**src/hw/rtl/wb512_pkg.sv**
```systemverilog
// types, constants and microcode program for the well512 random generator
package wb512_pkg;

   localparam int unsigned WordWidth  = 32;
   localparam int unsigned IndexWidth = 4;
   localparam int unsigned PcWidth    = 4;
   localparam int unsigned CountWidth = 5;

   localparam logic [WordWidth-1:0]  TemperMask = 32'hDA442D24;
   localparam logic [IndexWidth-1:0] TapA       = 4'd13;
   localparam logic [IndexWidth-1:0] TapB       = 4'd9;
   localparam logic [IndexWidth-1:0] StepBack   = 4'd15;
   localparam logic [CountWidth-1:0] DivLast    = 5'd31;

   localparam logic FuncLoad     = 1'b0;
   localparam logic FuncGenerate = 1'b1;

   // program entry points
   localparam logic [PcWidth-1:0] PcGen     = 4'd0;
   localparam logic [PcWidth-1:0] PcEmitGen = 4'd7;
   localparam logic [PcWidth-1:0] PcEmitOff = 4'd8;
   localparam logic [PcWidth-1:0] PcLoad    = 4'd9;
   localparam logic [PcWidth-1:0] PcLast    = 4'd9;

   typedef enum logic [2:0] {
      RD_NONE,
      RD_I,
      RD_I13,
      RD_I9,
      RD_I15
   } rd_sel_type;

   typedef enum logic [3:0] {
      OP_NONE,
      OP_LATCH_X,
      OP_MIX,
      OP_LATCH_Z,
      OP_FRESH,
      OP_FINAL,
      OP_DIV_STEP,
      OP_EMIT_GEN,
      OP_EMIT_OFF,
      OP_LOAD
   } op_type;

   typedef enum logic [1:0] {
      SEQ_NEXT,
      SEQ_SKIP_IF_ZERO,
      SEQ_LOOP,
      SEQ_END
   } seq_type;

   typedef struct packed {
      rd_sel_type         rd_sel;
      op_type             op;
      seq_type            seq;
      logic [PcWidth-1:0] target;
   } ucode_type;

   typedef struct packed {
      logic                  rd_en;
      logic [IndexWidth-1:0] rd_addr;
      logic                  wr_en;
      logic [IndexWidth-1:0] wr_addr;
      logic [WordWidth-1:0]  wr_data;
   } pool_req_type;

   function automatic ucode_type ucode_rom(input logic [PcWidth-1:0] pc);
      ucode_type cw;
      cw = '{rd_sel: RD_NONE, op: OP_NONE, seq: SEQ_END, target: PcGen};
      case (pc)
         4'd0: cw = '{rd_sel: RD_I,    op: OP_NONE,     seq: SEQ_NEXT, target: PcGen};
         4'd1: cw = '{rd_sel: RD_I13,  op: OP_LATCH_X,  seq: SEQ_NEXT, target: PcGen};
         4'd2: cw = '{rd_sel: RD_I9,   op: OP_MIX,      seq: SEQ_NEXT, target: PcGen};
         4'd3: cw = '{rd_sel: RD_NONE, op: OP_LATCH_Z,  seq: SEQ_NEXT, target: PcGen};
         4'd4: cw = '{rd_sel: RD_I15,  op: OP_FRESH,    seq: SEQ_NEXT, target: PcGen};
         4'd5: cw = '{rd_sel: RD_NONE, op: OP_FINAL,    seq: SEQ_SKIP_IF_ZERO,
                      target: PcEmitGen};
         4'd6: cw = '{rd_sel: RD_NONE, op: OP_DIV_STEP, seq: SEQ_LOOP, target: PcGen};
         4'd7: cw = '{rd_sel: RD_NONE, op: OP_EMIT_GEN, seq: SEQ_END,  target: PcGen};
         4'd8: cw = '{rd_sel: RD_NONE, op: OP_EMIT_OFF, seq: SEQ_END,  target: PcGen};
         4'd9: cw = '{rd_sel: RD_NONE, op: OP_LOAD,     seq: SEQ_END,  target: PcGen};
         default: cw = '{rd_sel: RD_NONE, op: OP_NONE, seq: SEQ_END, target: PcGen};
      endcase
      return cw;
   endfunction

endpackage

```
**src/hw/rtl/well512_random_generator.sv**
```systemverilog
// WELL512a generator top level: microcoded sequencer, pool and remainder loop
//
// An item is taken when start is high and busy is low; busy stays high until
// its program ends. A load item (func 0) runs one step and gives no result. A
// generate item runs six pool steps, then 32 shift-subtract steps of the
// remainder loop, then one emit step; the loop is skipped when the span
// wraps to zero. With the csr enable bit clear it runs only the emit step.
// The result is driven for one cycle with rsp_strobe in the cycle after the
// emit step; the receiver has no way to hold it off. The remainder loop sets
// the rate, one bit per cycle through a single 33-bit subtractor.
module well512_random_generator import wb512_pkg::*; (
   input  logic               clock,
   input  logic               reset,
   input  logic               start,
   output logic               busy,
   input  logic               req_func,
   input  logic [31:0]        req_seed_word,
   input  logic signed [31:0] req_range_min,
   input  logic signed [31:0] req_range_max,
   input  logic               csr_we,
   input  logic               csr_wdata,
   output logic               rsp_strobe,
   output logic [31:0]        rsp_random_word,
   output logic signed [31:0] rsp_ranged_value,
   output logic               rsp_span_zero
);

   logic                  running_ff, running_in;
   logic [PcWidth-1:0]    pc_ff, pc_in;
   logic [IndexWidth-1:0] idx_ff, idx_in;
   logic [IndexWidth-1:0] lp_ff, lp_in;
   logic                  enable_ff;
   logic [CountWidth-1:0] cnt_ff, cnt_in;
   logic                  strobe_ff, strobe_in;

   logic [WordWidth-1:0]  seed_ff, min_ff, span_ff;
   logic [WordWidth-1:0]  x_ff, x_in;
   logic [WordWidth-1:0]  mix_ff, mix_in;
   logic [WordWidth-1:0]  z_ff, z_in;
   logic [WordWidth-1:0]  tmp_ff, tmp_in;
   logic [WordWidth-1:0]  word_ff, word_in;
   logic [WordWidth-1:0]  rem_ff, rem_in;
   logic [WordWidth-1:0]  dq_ff, dq_in;
   logic [WordWidth-1:0]  out_word_ff, out_word_in;
   logic [WordWidth-1:0]  out_ranged_ff, out_ranged_in;
   logic                  out_zero_ff, out_zero_in;

   logic                  accept;
   logic                  span_is_zero;
   ucode_type             cw;
   pool_req_type          pool_req;
   logic [WordWidth-1:0]  rd_data;
   logic [WordWidth-1:0]  fresh;
   logic [WordWidth-1:0]  final_word;
   logic [WordWidth:0]    trial;
   logic [WordWidth:0]    diff;

   assign accept       = start & ~busy;
   assign busy         = running_ff | reset;
   assign span_is_zero = (span_ff == '0);
   assign cw           = ucode_rom(pc_ff);

   // sequencer: program counter and jumps
   always_comb begin
      running_in = running_ff;
      pc_in      = pc_ff;
      if (running_ff) begin
         case (cw.seq)
            SEQ_NEXT: pc_in = pc_ff + 1'b1;
            SEQ_SKIP_IF_ZERO: pc_in = span_is_zero ? cw.target : pc_ff + 1'b1;
            SEQ_LOOP: pc_in = (cnt_ff == DivLast) ? pc_ff + 1'b1 : pc_ff;
            SEQ_END: running_in = 1'b0;
            default: running_in = 1'b0;
         endcase
      end else if (accept) begin
         running_in = 1'b1;
         if (req_func == FuncLoad) begin
            pc_in = PcLoad;
         end else if (enable_ff) begin
            pc_in = PcGen;
         end else begin
            pc_in = PcEmitOff;
         end
      end
   end

   // pool port addressing
   always_comb begin
      pool_req = '0;
      if (running_ff) begin
         case (cw.rd_sel)
            RD_I: begin
               pool_req.rd_en   = 1'b1;
               pool_req.rd_addr = idx_ff;
            end
            RD_I13: begin
               pool_req.rd_en   = 1'b1;
               pool_req.rd_addr = idx_ff + TapA;
            end
            RD_I9: begin
               pool_req.rd_en   = 1'b1;
               pool_req.rd_addr = idx_ff + TapB;
            end
            RD_I15: begin
               pool_req.rd_en   = 1'b1;
               pool_req.rd_addr = idx_ff + StepBack;
            end
            default: pool_req.rd_en = 1'b0;
         endcase
         case (cw.op)
            OP_FRESH: begin
               pool_req.wr_en   = 1'b1;
               pool_req.wr_addr = idx_ff;
               pool_req.wr_data = fresh;
            end
            OP_FINAL: begin
               pool_req.wr_en   = 1'b1;
               pool_req.wr_addr = idx_ff;
               pool_req.wr_data = final_word;
            end
            OP_LOAD: begin
               pool_req.wr_en   = 1'b1;
               pool_req.wr_addr = lp_ff;
               pool_req.wr_data = seed_ff;
            end
            default: pool_req.wr_en = 1'b0;
         endcase
      end
   end

   assign fresh      = mix_ff ^ z_ff;
   assign final_word = rd_data ^ mix_ff ^ tmp_ff ^ (rd_data << 2) ^ (mix_ff << 18)
                       ^ (z_ff << 28);
   assign trial      = {rem_ff, dq_ff[WordWidth-1]};
   assign diff       = trial - {1'b0, span_ff};

   // datapath driven by the control word
   always_comb begin
      idx_in        = idx_ff;
      lp_in         = lp_ff;
      cnt_in        = cnt_ff;
      x_in          = x_ff;
      mix_in        = mix_ff;
      z_in          = z_ff;
      tmp_in        = tmp_ff;
      word_in       = word_ff;
      rem_in        = rem_ff;
      dq_in         = dq_ff;
      out_word_in   = out_word_ff;
      out_ranged_in = out_ranged_ff;
      out_zero_in   = out_zero_ff;
      strobe_in     = 1'b0;
      if (running_ff) begin
         case (cw.op)
            OP_LATCH_X: x_in = rd_data;
            OP_MIX: mix_in = x_ff ^ rd_data ^ (x_ff << 16) ^ (rd_data << 15);
            OP_LATCH_Z: z_in = rd_data ^ (rd_data >> 11);
            OP_FRESH: begin
               tmp_in = fresh ^ ((fresh << 5) & TemperMask);
               idx_in = idx_ff + StepBack;
            end
            OP_FINAL: begin
               word_in = final_word;
               dq_in   = final_word;
               rem_in  = '0;
               cnt_in  = '0;
            end
            OP_DIV_STEP: begin
               // restoring remainder, one dividend bit per step
               rem_in = diff[WordWidth] ? trial[WordWidth-1:0] : diff[WordWidth-1:0];
               dq_in  = dq_ff << 1;
               cnt_in = cnt_ff + 1'b1;
            end
            OP_EMIT_GEN: begin
               out_word_in   = word_ff;
               out_ranged_in = min_ff + (span_is_zero ? word_ff : rem_ff);
               out_zero_in   = span_is_zero;
               strobe_in     = 1'b1;
            end
            OP_EMIT_OFF: begin
               out_word_in   = '0;
               out_ranged_in = min_ff;
               out_zero_in   = 1'b0;
               strobe_in     = 1'b1;
            end
            OP_LOAD: begin
               lp_in  = lp_ff + 1'b1;
               idx_in = '0;
            end
            default: idx_in = idx_ff;
         endcase
      end
   end

   always_ff @(posedge clock) begin
      if (reset) begin
         running_ff <= 1'b0;
         pc_ff      <= PcGen;
         idx_ff     <= '0;
         lp_ff      <= '0;
         enable_ff  <= 1'b1;
         strobe_ff  <= 1'b0;
      end else begin
         running_ff <= running_in;
         pc_ff      <= pc_in;
         idx_ff     <= idx_in;
         lp_ff      <= lp_in;
         strobe_ff  <= strobe_in;
         if (csr_we) begin
            enable_ff <= csr_wdata;
         end
      end
   end

   always_ff @(posedge clock) begin
      if (accept) begin
         seed_ff <= req_seed_word;
         min_ff  <= $unsigned(req_range_min);
         span_ff <= $unsigned(req_range_max) - $unsigned(req_range_min) + 32'd1;
      end
      cnt_ff        <= cnt_in;
      x_ff          <= x_in;
      mix_ff        <= mix_in;
      z_ff          <= z_in;
      tmp_ff        <= tmp_in;
      word_ff       <= word_in;
      rem_ff        <= rem_in;
      dq_ff         <= dq_in;
      out_word_ff   <= out_word_in;
      out_ranged_ff <= out_ranged_in;
      out_zero_ff   <= out_zero_in;
   end

   wb512_pool u_pool (
      .clock   (clock),
      .reset   (reset),
      .req     (pool_req),
      .rd_data (rd_data)
   );

   assign rsp_strobe       = strobe_ff;
   assign rsp_random_word  = out_word_ff;
   assign rsp_ranged_value = $signed(out_ranged_ff);
   assign rsp_span_zero    = out_zero_ff;

   // a result beat only ever follows a busy cycle
   a_strobe_after_run: assert property (@(posedge clock) disable iff (reset)
      rsp_strobe |-> $past(running_ff))
      else $error("result beat without a running program");

   // an accepted item starts the sequencer
   a_accept_runs: assert property (@(posedge clock) disable iff (reset)
      accept |=> running_ff)
      else $error("accepted item did not start the program");

   // the partial remainder stays below the span in the loop
   a_rem_bounded: assert property (@(posedge clock) disable iff (reset)
      (running_ff && cw.op == OP_DIV_STEP) |-> (rem_ff < span_ff))
      else $error("remainder reached the span");

   // the program counter never leaves the program
   a_pc_in_program: assert property (@(posedge clock) disable iff (reset)
      running_ff |-> (pc_ff <= PcLast))
      else $error("program counter out of range");

   // the remainder loop is never entered with a zero span
   a_no_zero_divide: assert property (@(posedge clock) disable iff (reset)
      (running_ff && cw.op == OP_DIV_STEP) |-> !span_is_zero)
      else $error("remainder loop entered with zero span");

endmodule

```
**src/hw/rtl/wb512_pool.sv**
```systemverilog
// sixteen-word generator pool with per-entry valid bits and registered read
module wb512_pool import wb512_pkg::*; (
   input  logic                 clock,
   input  logic                 reset,
   input  pool_req_type         req,
   output logic [WordWidth-1:0] rd_data
);

   localparam int unsigned Depth = 2 ** IndexWidth;

   logic [WordWidth-1:0] mem [Depth];
   logic [Depth-1:0]     valid_ff;
   logic [Depth-1:0]     valid_in;
   logic [WordWidth-1:0] rd_data_ff;
   logic                 rd_valid_ff;

   always_comb begin
      valid_in = valid_ff;
      if (req.wr_en) begin
         valid_in[req.wr_addr] = 1'b1;
      end
   end

   always_ff @(posedge clock) begin
      if (reset) begin
         valid_ff    <= '0;
         rd_valid_ff <= 1'b0;
      end else begin
         valid_ff <= valid_in;
         if (req.rd_en) begin
            rd_valid_ff <= valid_ff[req.rd_addr];
         end
      end
   end

   always_ff @(posedge clock) begin
      if (req.wr_en) begin
         mem[req.wr_addr] <= req.wr_data;
      end
      if (req.rd_en) begin
         rd_data_ff <= mem[req.rd_addr];
      end
   end

   // an entry never written since reset reads as zero
   assign rd_data = rd_valid_ff ? rd_data_ff : '0;

endmodule

```
**config.mk**
```make
export PLATFORM = sky130hd
export DESIGN_NAME = well512_random_generator
export DESIGN_NICKNAME = d
export VERILOG_FILES = /design/src/hw/rtl/wb512_pkg.sv /design/src/hw/rtl/well512_random_generator.sv /design/src/hw/rtl/wb512_pool.sv
export SDC_FILE = /design/constraint.sdc
export NUM_CORES = 2
export LEC_CHECK = 0
export ABC_CLOCK_PERIOD_IN_PS = 4900
export BUFFER_PORTS_ARGS = -buffer_cell sky130_fd_sc_hd__buf_2
export CORE_ASPECT_RATIO = 0.8
export CORE_MARGIN = 2
export CORE_UTILIZATION = 50
export DETAILED_ROUTE_END_ITERATION = 6
export PLACE_DENSITY_LB_ADDON = 0.15
export SLEW_MARGIN = 5
export SYNTH_ARGS = -nofsm -noshare
export SYNTH_HDL_FRONTEND = slang
export SYNTH_SLANG_ARGS = --single-unit
export TNS_END_PERCENT = 1
```
**constraint.sdc**
```tcl
create_clock -name clock -period 4.9 [get_ports clock]
set_clock_uncertainty 0.2 [all_clocks]
set_input_delay 0.49 -clock clock [delete_from_list [all_inputs] [get_ports clock]]
set_output_delay 0.49 -clock clock [all_outputs]
set_load 0.005 [all_outputs]
```
==> results.md <==
- Outcome: completed
- Max_cap viols: 0
- Post-synth top area cell: edfxtp_1
- Final HPWL DP: 74670 um
- # setup viols final: 0
- Post-synth ARST share: 0
- Final-report hold violation count: 0
- Placed Area: 47330 sq um
- CP startpoint kind: flop
- Clock Path Buffers: 3
- Syn_nets: 3349
- Synth top area cells: edfxtp_1 (63%), mux4_2 (6.6%), ha_1 (3.8%)
- Fin nets: 3656
- Vias: 26830
- Most frequent cells in the layout: edfxtp_1 (934), nand2_1 (334), xor2_1 (186)
- Area of the die: 91420 sq um
- Commonest non-fill, non-tap cell in the layout: edfxtp_1
- Synthesized instance count: 3108
- Die Height: 270.8 um
- Rows: 97
- First DRT Iteration DRCs: 2909
- Crit-path max cell delay: 440 ps
- Synthesis Warnings: 0
- CP max-delay cell: o41a_2
- GRT Util Overall: 0.2487
- Peak Freq: 205.6 MHz
- Register area: 28890 sq um
- Worst path cell trace: nor4_2, buf_4, nand4_1, nor2_4, clkbuf_16, mux2_2, ha_4, o21ai_1, o211ai_1, a41oi_2, o41a_2, o211ai_1, a31oi_2, o21ai_1, buf_4, nor2b_1, o41ai_2, xor2_1
- Layout cells sized above 1: 0.1863
- Via density: 5.724
- Bufs and invs on worst path: 3
- CTS sink count: 976
- Power per cell area: 349.6 nW/um^2
- N_diodes: 0
- Worst EP arrival: 5030 ps
- CORE AREA: 87870 sq um
- Worst hold-check slack: 88.07 ps
- Kind of critical path: reg -> reg
- Total grt overflow: 0
- Final Max Slew Viols: 0
- Total CTS buffers: 96
- Fillers: 7011
- Root buffer cell: clkbuf_16
- Htree depth: 3
- CTS tree: built
- Mapped Area: 44500 sq um
- RD Place Congestion: 0.9084
- TritonRoute pass-1 iters: 5
- Synth cell types: 72
- Mapped Avg Cell Area: 14.32 sq um
- Final worst path period need: 4865 ps
- Die width: 337.5 um
- Post-route cell area: 51230 sq um
- Max VDD drop: 0.3248 mV
- DRT antenna net count: 0
- Highest net fanout along the worst path: 9
- Area grow syn2layout: 15.12%
- Flops & latches, synth: 976
- Top cell family by delay on the critical path: compound AO/OA/AOI/OAI gates
- Vias in the first global route: 27150
- Initial Utilization: 0.5064
- Setup crit end kind: flop
- Global-route wire length before repair: 169500 um
- # IOs: 169
- Sequential element share of the synthesized area: 0.6492
- Cell leakage power: 17.62 nW
- DRC Markers: 0
- Worst-margin pin slew: 1249 ps
- Antenna violations before repair: 0
- Required time worst endpoint: 5070 ps
- RSZ-0062 raised after global routing: yes
- Post-synth EDFFs: 934
- Post-Route WL: 113500 um
- Area of the multi-input gates: 14940 sq um
- PortBufs: 168
- Routed WL per cell: 24.22 um
- Largest net degree at the start of global routing: 99
- CTS clk-pin slew, worst paths: 60 ps
- Post-synth top flop: edfxtp_1
- Share of the synthesized area in the top cell type: 0.6303
- Clk_lat worst skew: 670 ps
- Final worst-path cycle share: 0.9928
- Slew headroom: 0.1673
- HP Class: in -> reg
-- final timing paths --
path,from,to,slack [ps],depth (start not counted)
min reg2reg,u_pool.valid_ff[5],u_pool.valid_ff[5],270,2
max,span_ff[11],rsp_ranged_value[31],40,18
min,req_func,pc_ff[0],90,4
max reg2reg,span_ff[11],rsp_ranged_value[31],40,18
-- final cells by class --
class	count	area share
tap	1188	0.02902
sequential	976	0.5639
clock inverter	58	0.009281
inverter	126	0.009281
multi-input combinational	1873	0.2916
timing repair buffer	342	0.04741
clock buffer	124	0.04953
-- sequential cells by signal, summed over array words and instances (netlist names), 10 cells and up --
name               count
tmp_ff                32
x_ff                  32
min_ff                32
rem_ff                32
mix_ff                32
u_pool.rd_data_ff     32
u_pool.valid_ff       16
z_ff                  32
seed_ff               32
rsp_ranged_value      32
span_ff               32
dq_ff                 32
rsp_random_word       32
cw                    10
word_ff               32
u_pool.mem           512
-- cell families (layout without fill, tap and decap cells) --
group,after synthesis,count (layout),share of synthesized area
flops,976,976,0.6492
simple gates,752,752,0.07788
compound gates,481,481,0.06970
xor+xnor,328,328,0.06456
buf+inv,259,650,0.02258
mux,173,173,0.07653
fa+ha+maj,139,139,0.03959
-- layer usage --
| layer | vias to the layer above | GRT usage | part of all wire |
|---|---|---|---|
| met2 | 1038 | 0.3980 | 0.48 |
| met3 | 166 | 0.03390 | 0.066 |
| met5 | - | 0 | 0 |
| met1 | 13420 | 0.3571 | 0.43 |
| met4 | 0 | 0.07205 | 0.026 |
| li1 | 12210 | - | - |
-- timing repair --
action / CTS / global route
resized for setup: 0 / 22
endpoints found under the hold margin: 66 / 0
setup endpoints to repair: 0 / 5
buffers inserted: 0 / 8
hold buffers: 67 / 0
-- synth_stat cells, types with 49 or more instances --
| cell | number |
|---|---|
| inv_1 | 126 |
| o21ai_0 | 63 |
| nor2_1 | 144 |
| nor2b_1 | 49 |
| xnor2_1 | 142 |
| nand2_1 | 334 |
| a21oi_1 | 114 |
| and2_1 | 82 |
| mux4_2 | 130 |
| xor2_1 | 186 |
| edfxtp_1 | 934 |
| ha_1 | 136 |
| clkbuf_1 | 99 |
-- report_power, final --
group / total, W / switching [W] / internal (W) / leakage [nW]
registers: 0.00939 / 0.000154 / 0.00923 / 8.05
logic: 0.00136 / 0.000799 / 0.000559 / 8.10
clock network: 0.00716 / 0.00322 / 0.00395 / 1.47
-- worst reg2reg max path: cells and delay by family, from the launching register on --
family	cells	cell delay, ps
DFF	1	410
AOI/OAI and AO/OA	8	1700
adders and majority gates	1	290
and+or+nand+nor	4	890
buffers and inverters	3	530
xor gates and xnor gates	1	180
muxes	1	370
-- stage by stage --
step	TNS [ps]	instances	util	setup WS, ps	total power [W]
after floorplan	0	3108	-	166.6	0.01038
after global placement	0	4428	0.5386	112.9	0.01085
after detailed placement	0	4428	0.5386	68.89	0.01087
after CTS	0	4677	0.5806	39.32	0.01802
after global routing	-267.4	4687	0.5830	-154.5	0.01850
final	0	4687	0.5830	35.20	0.01791
No activity file was read; power rests on OpenSTA's default activity.
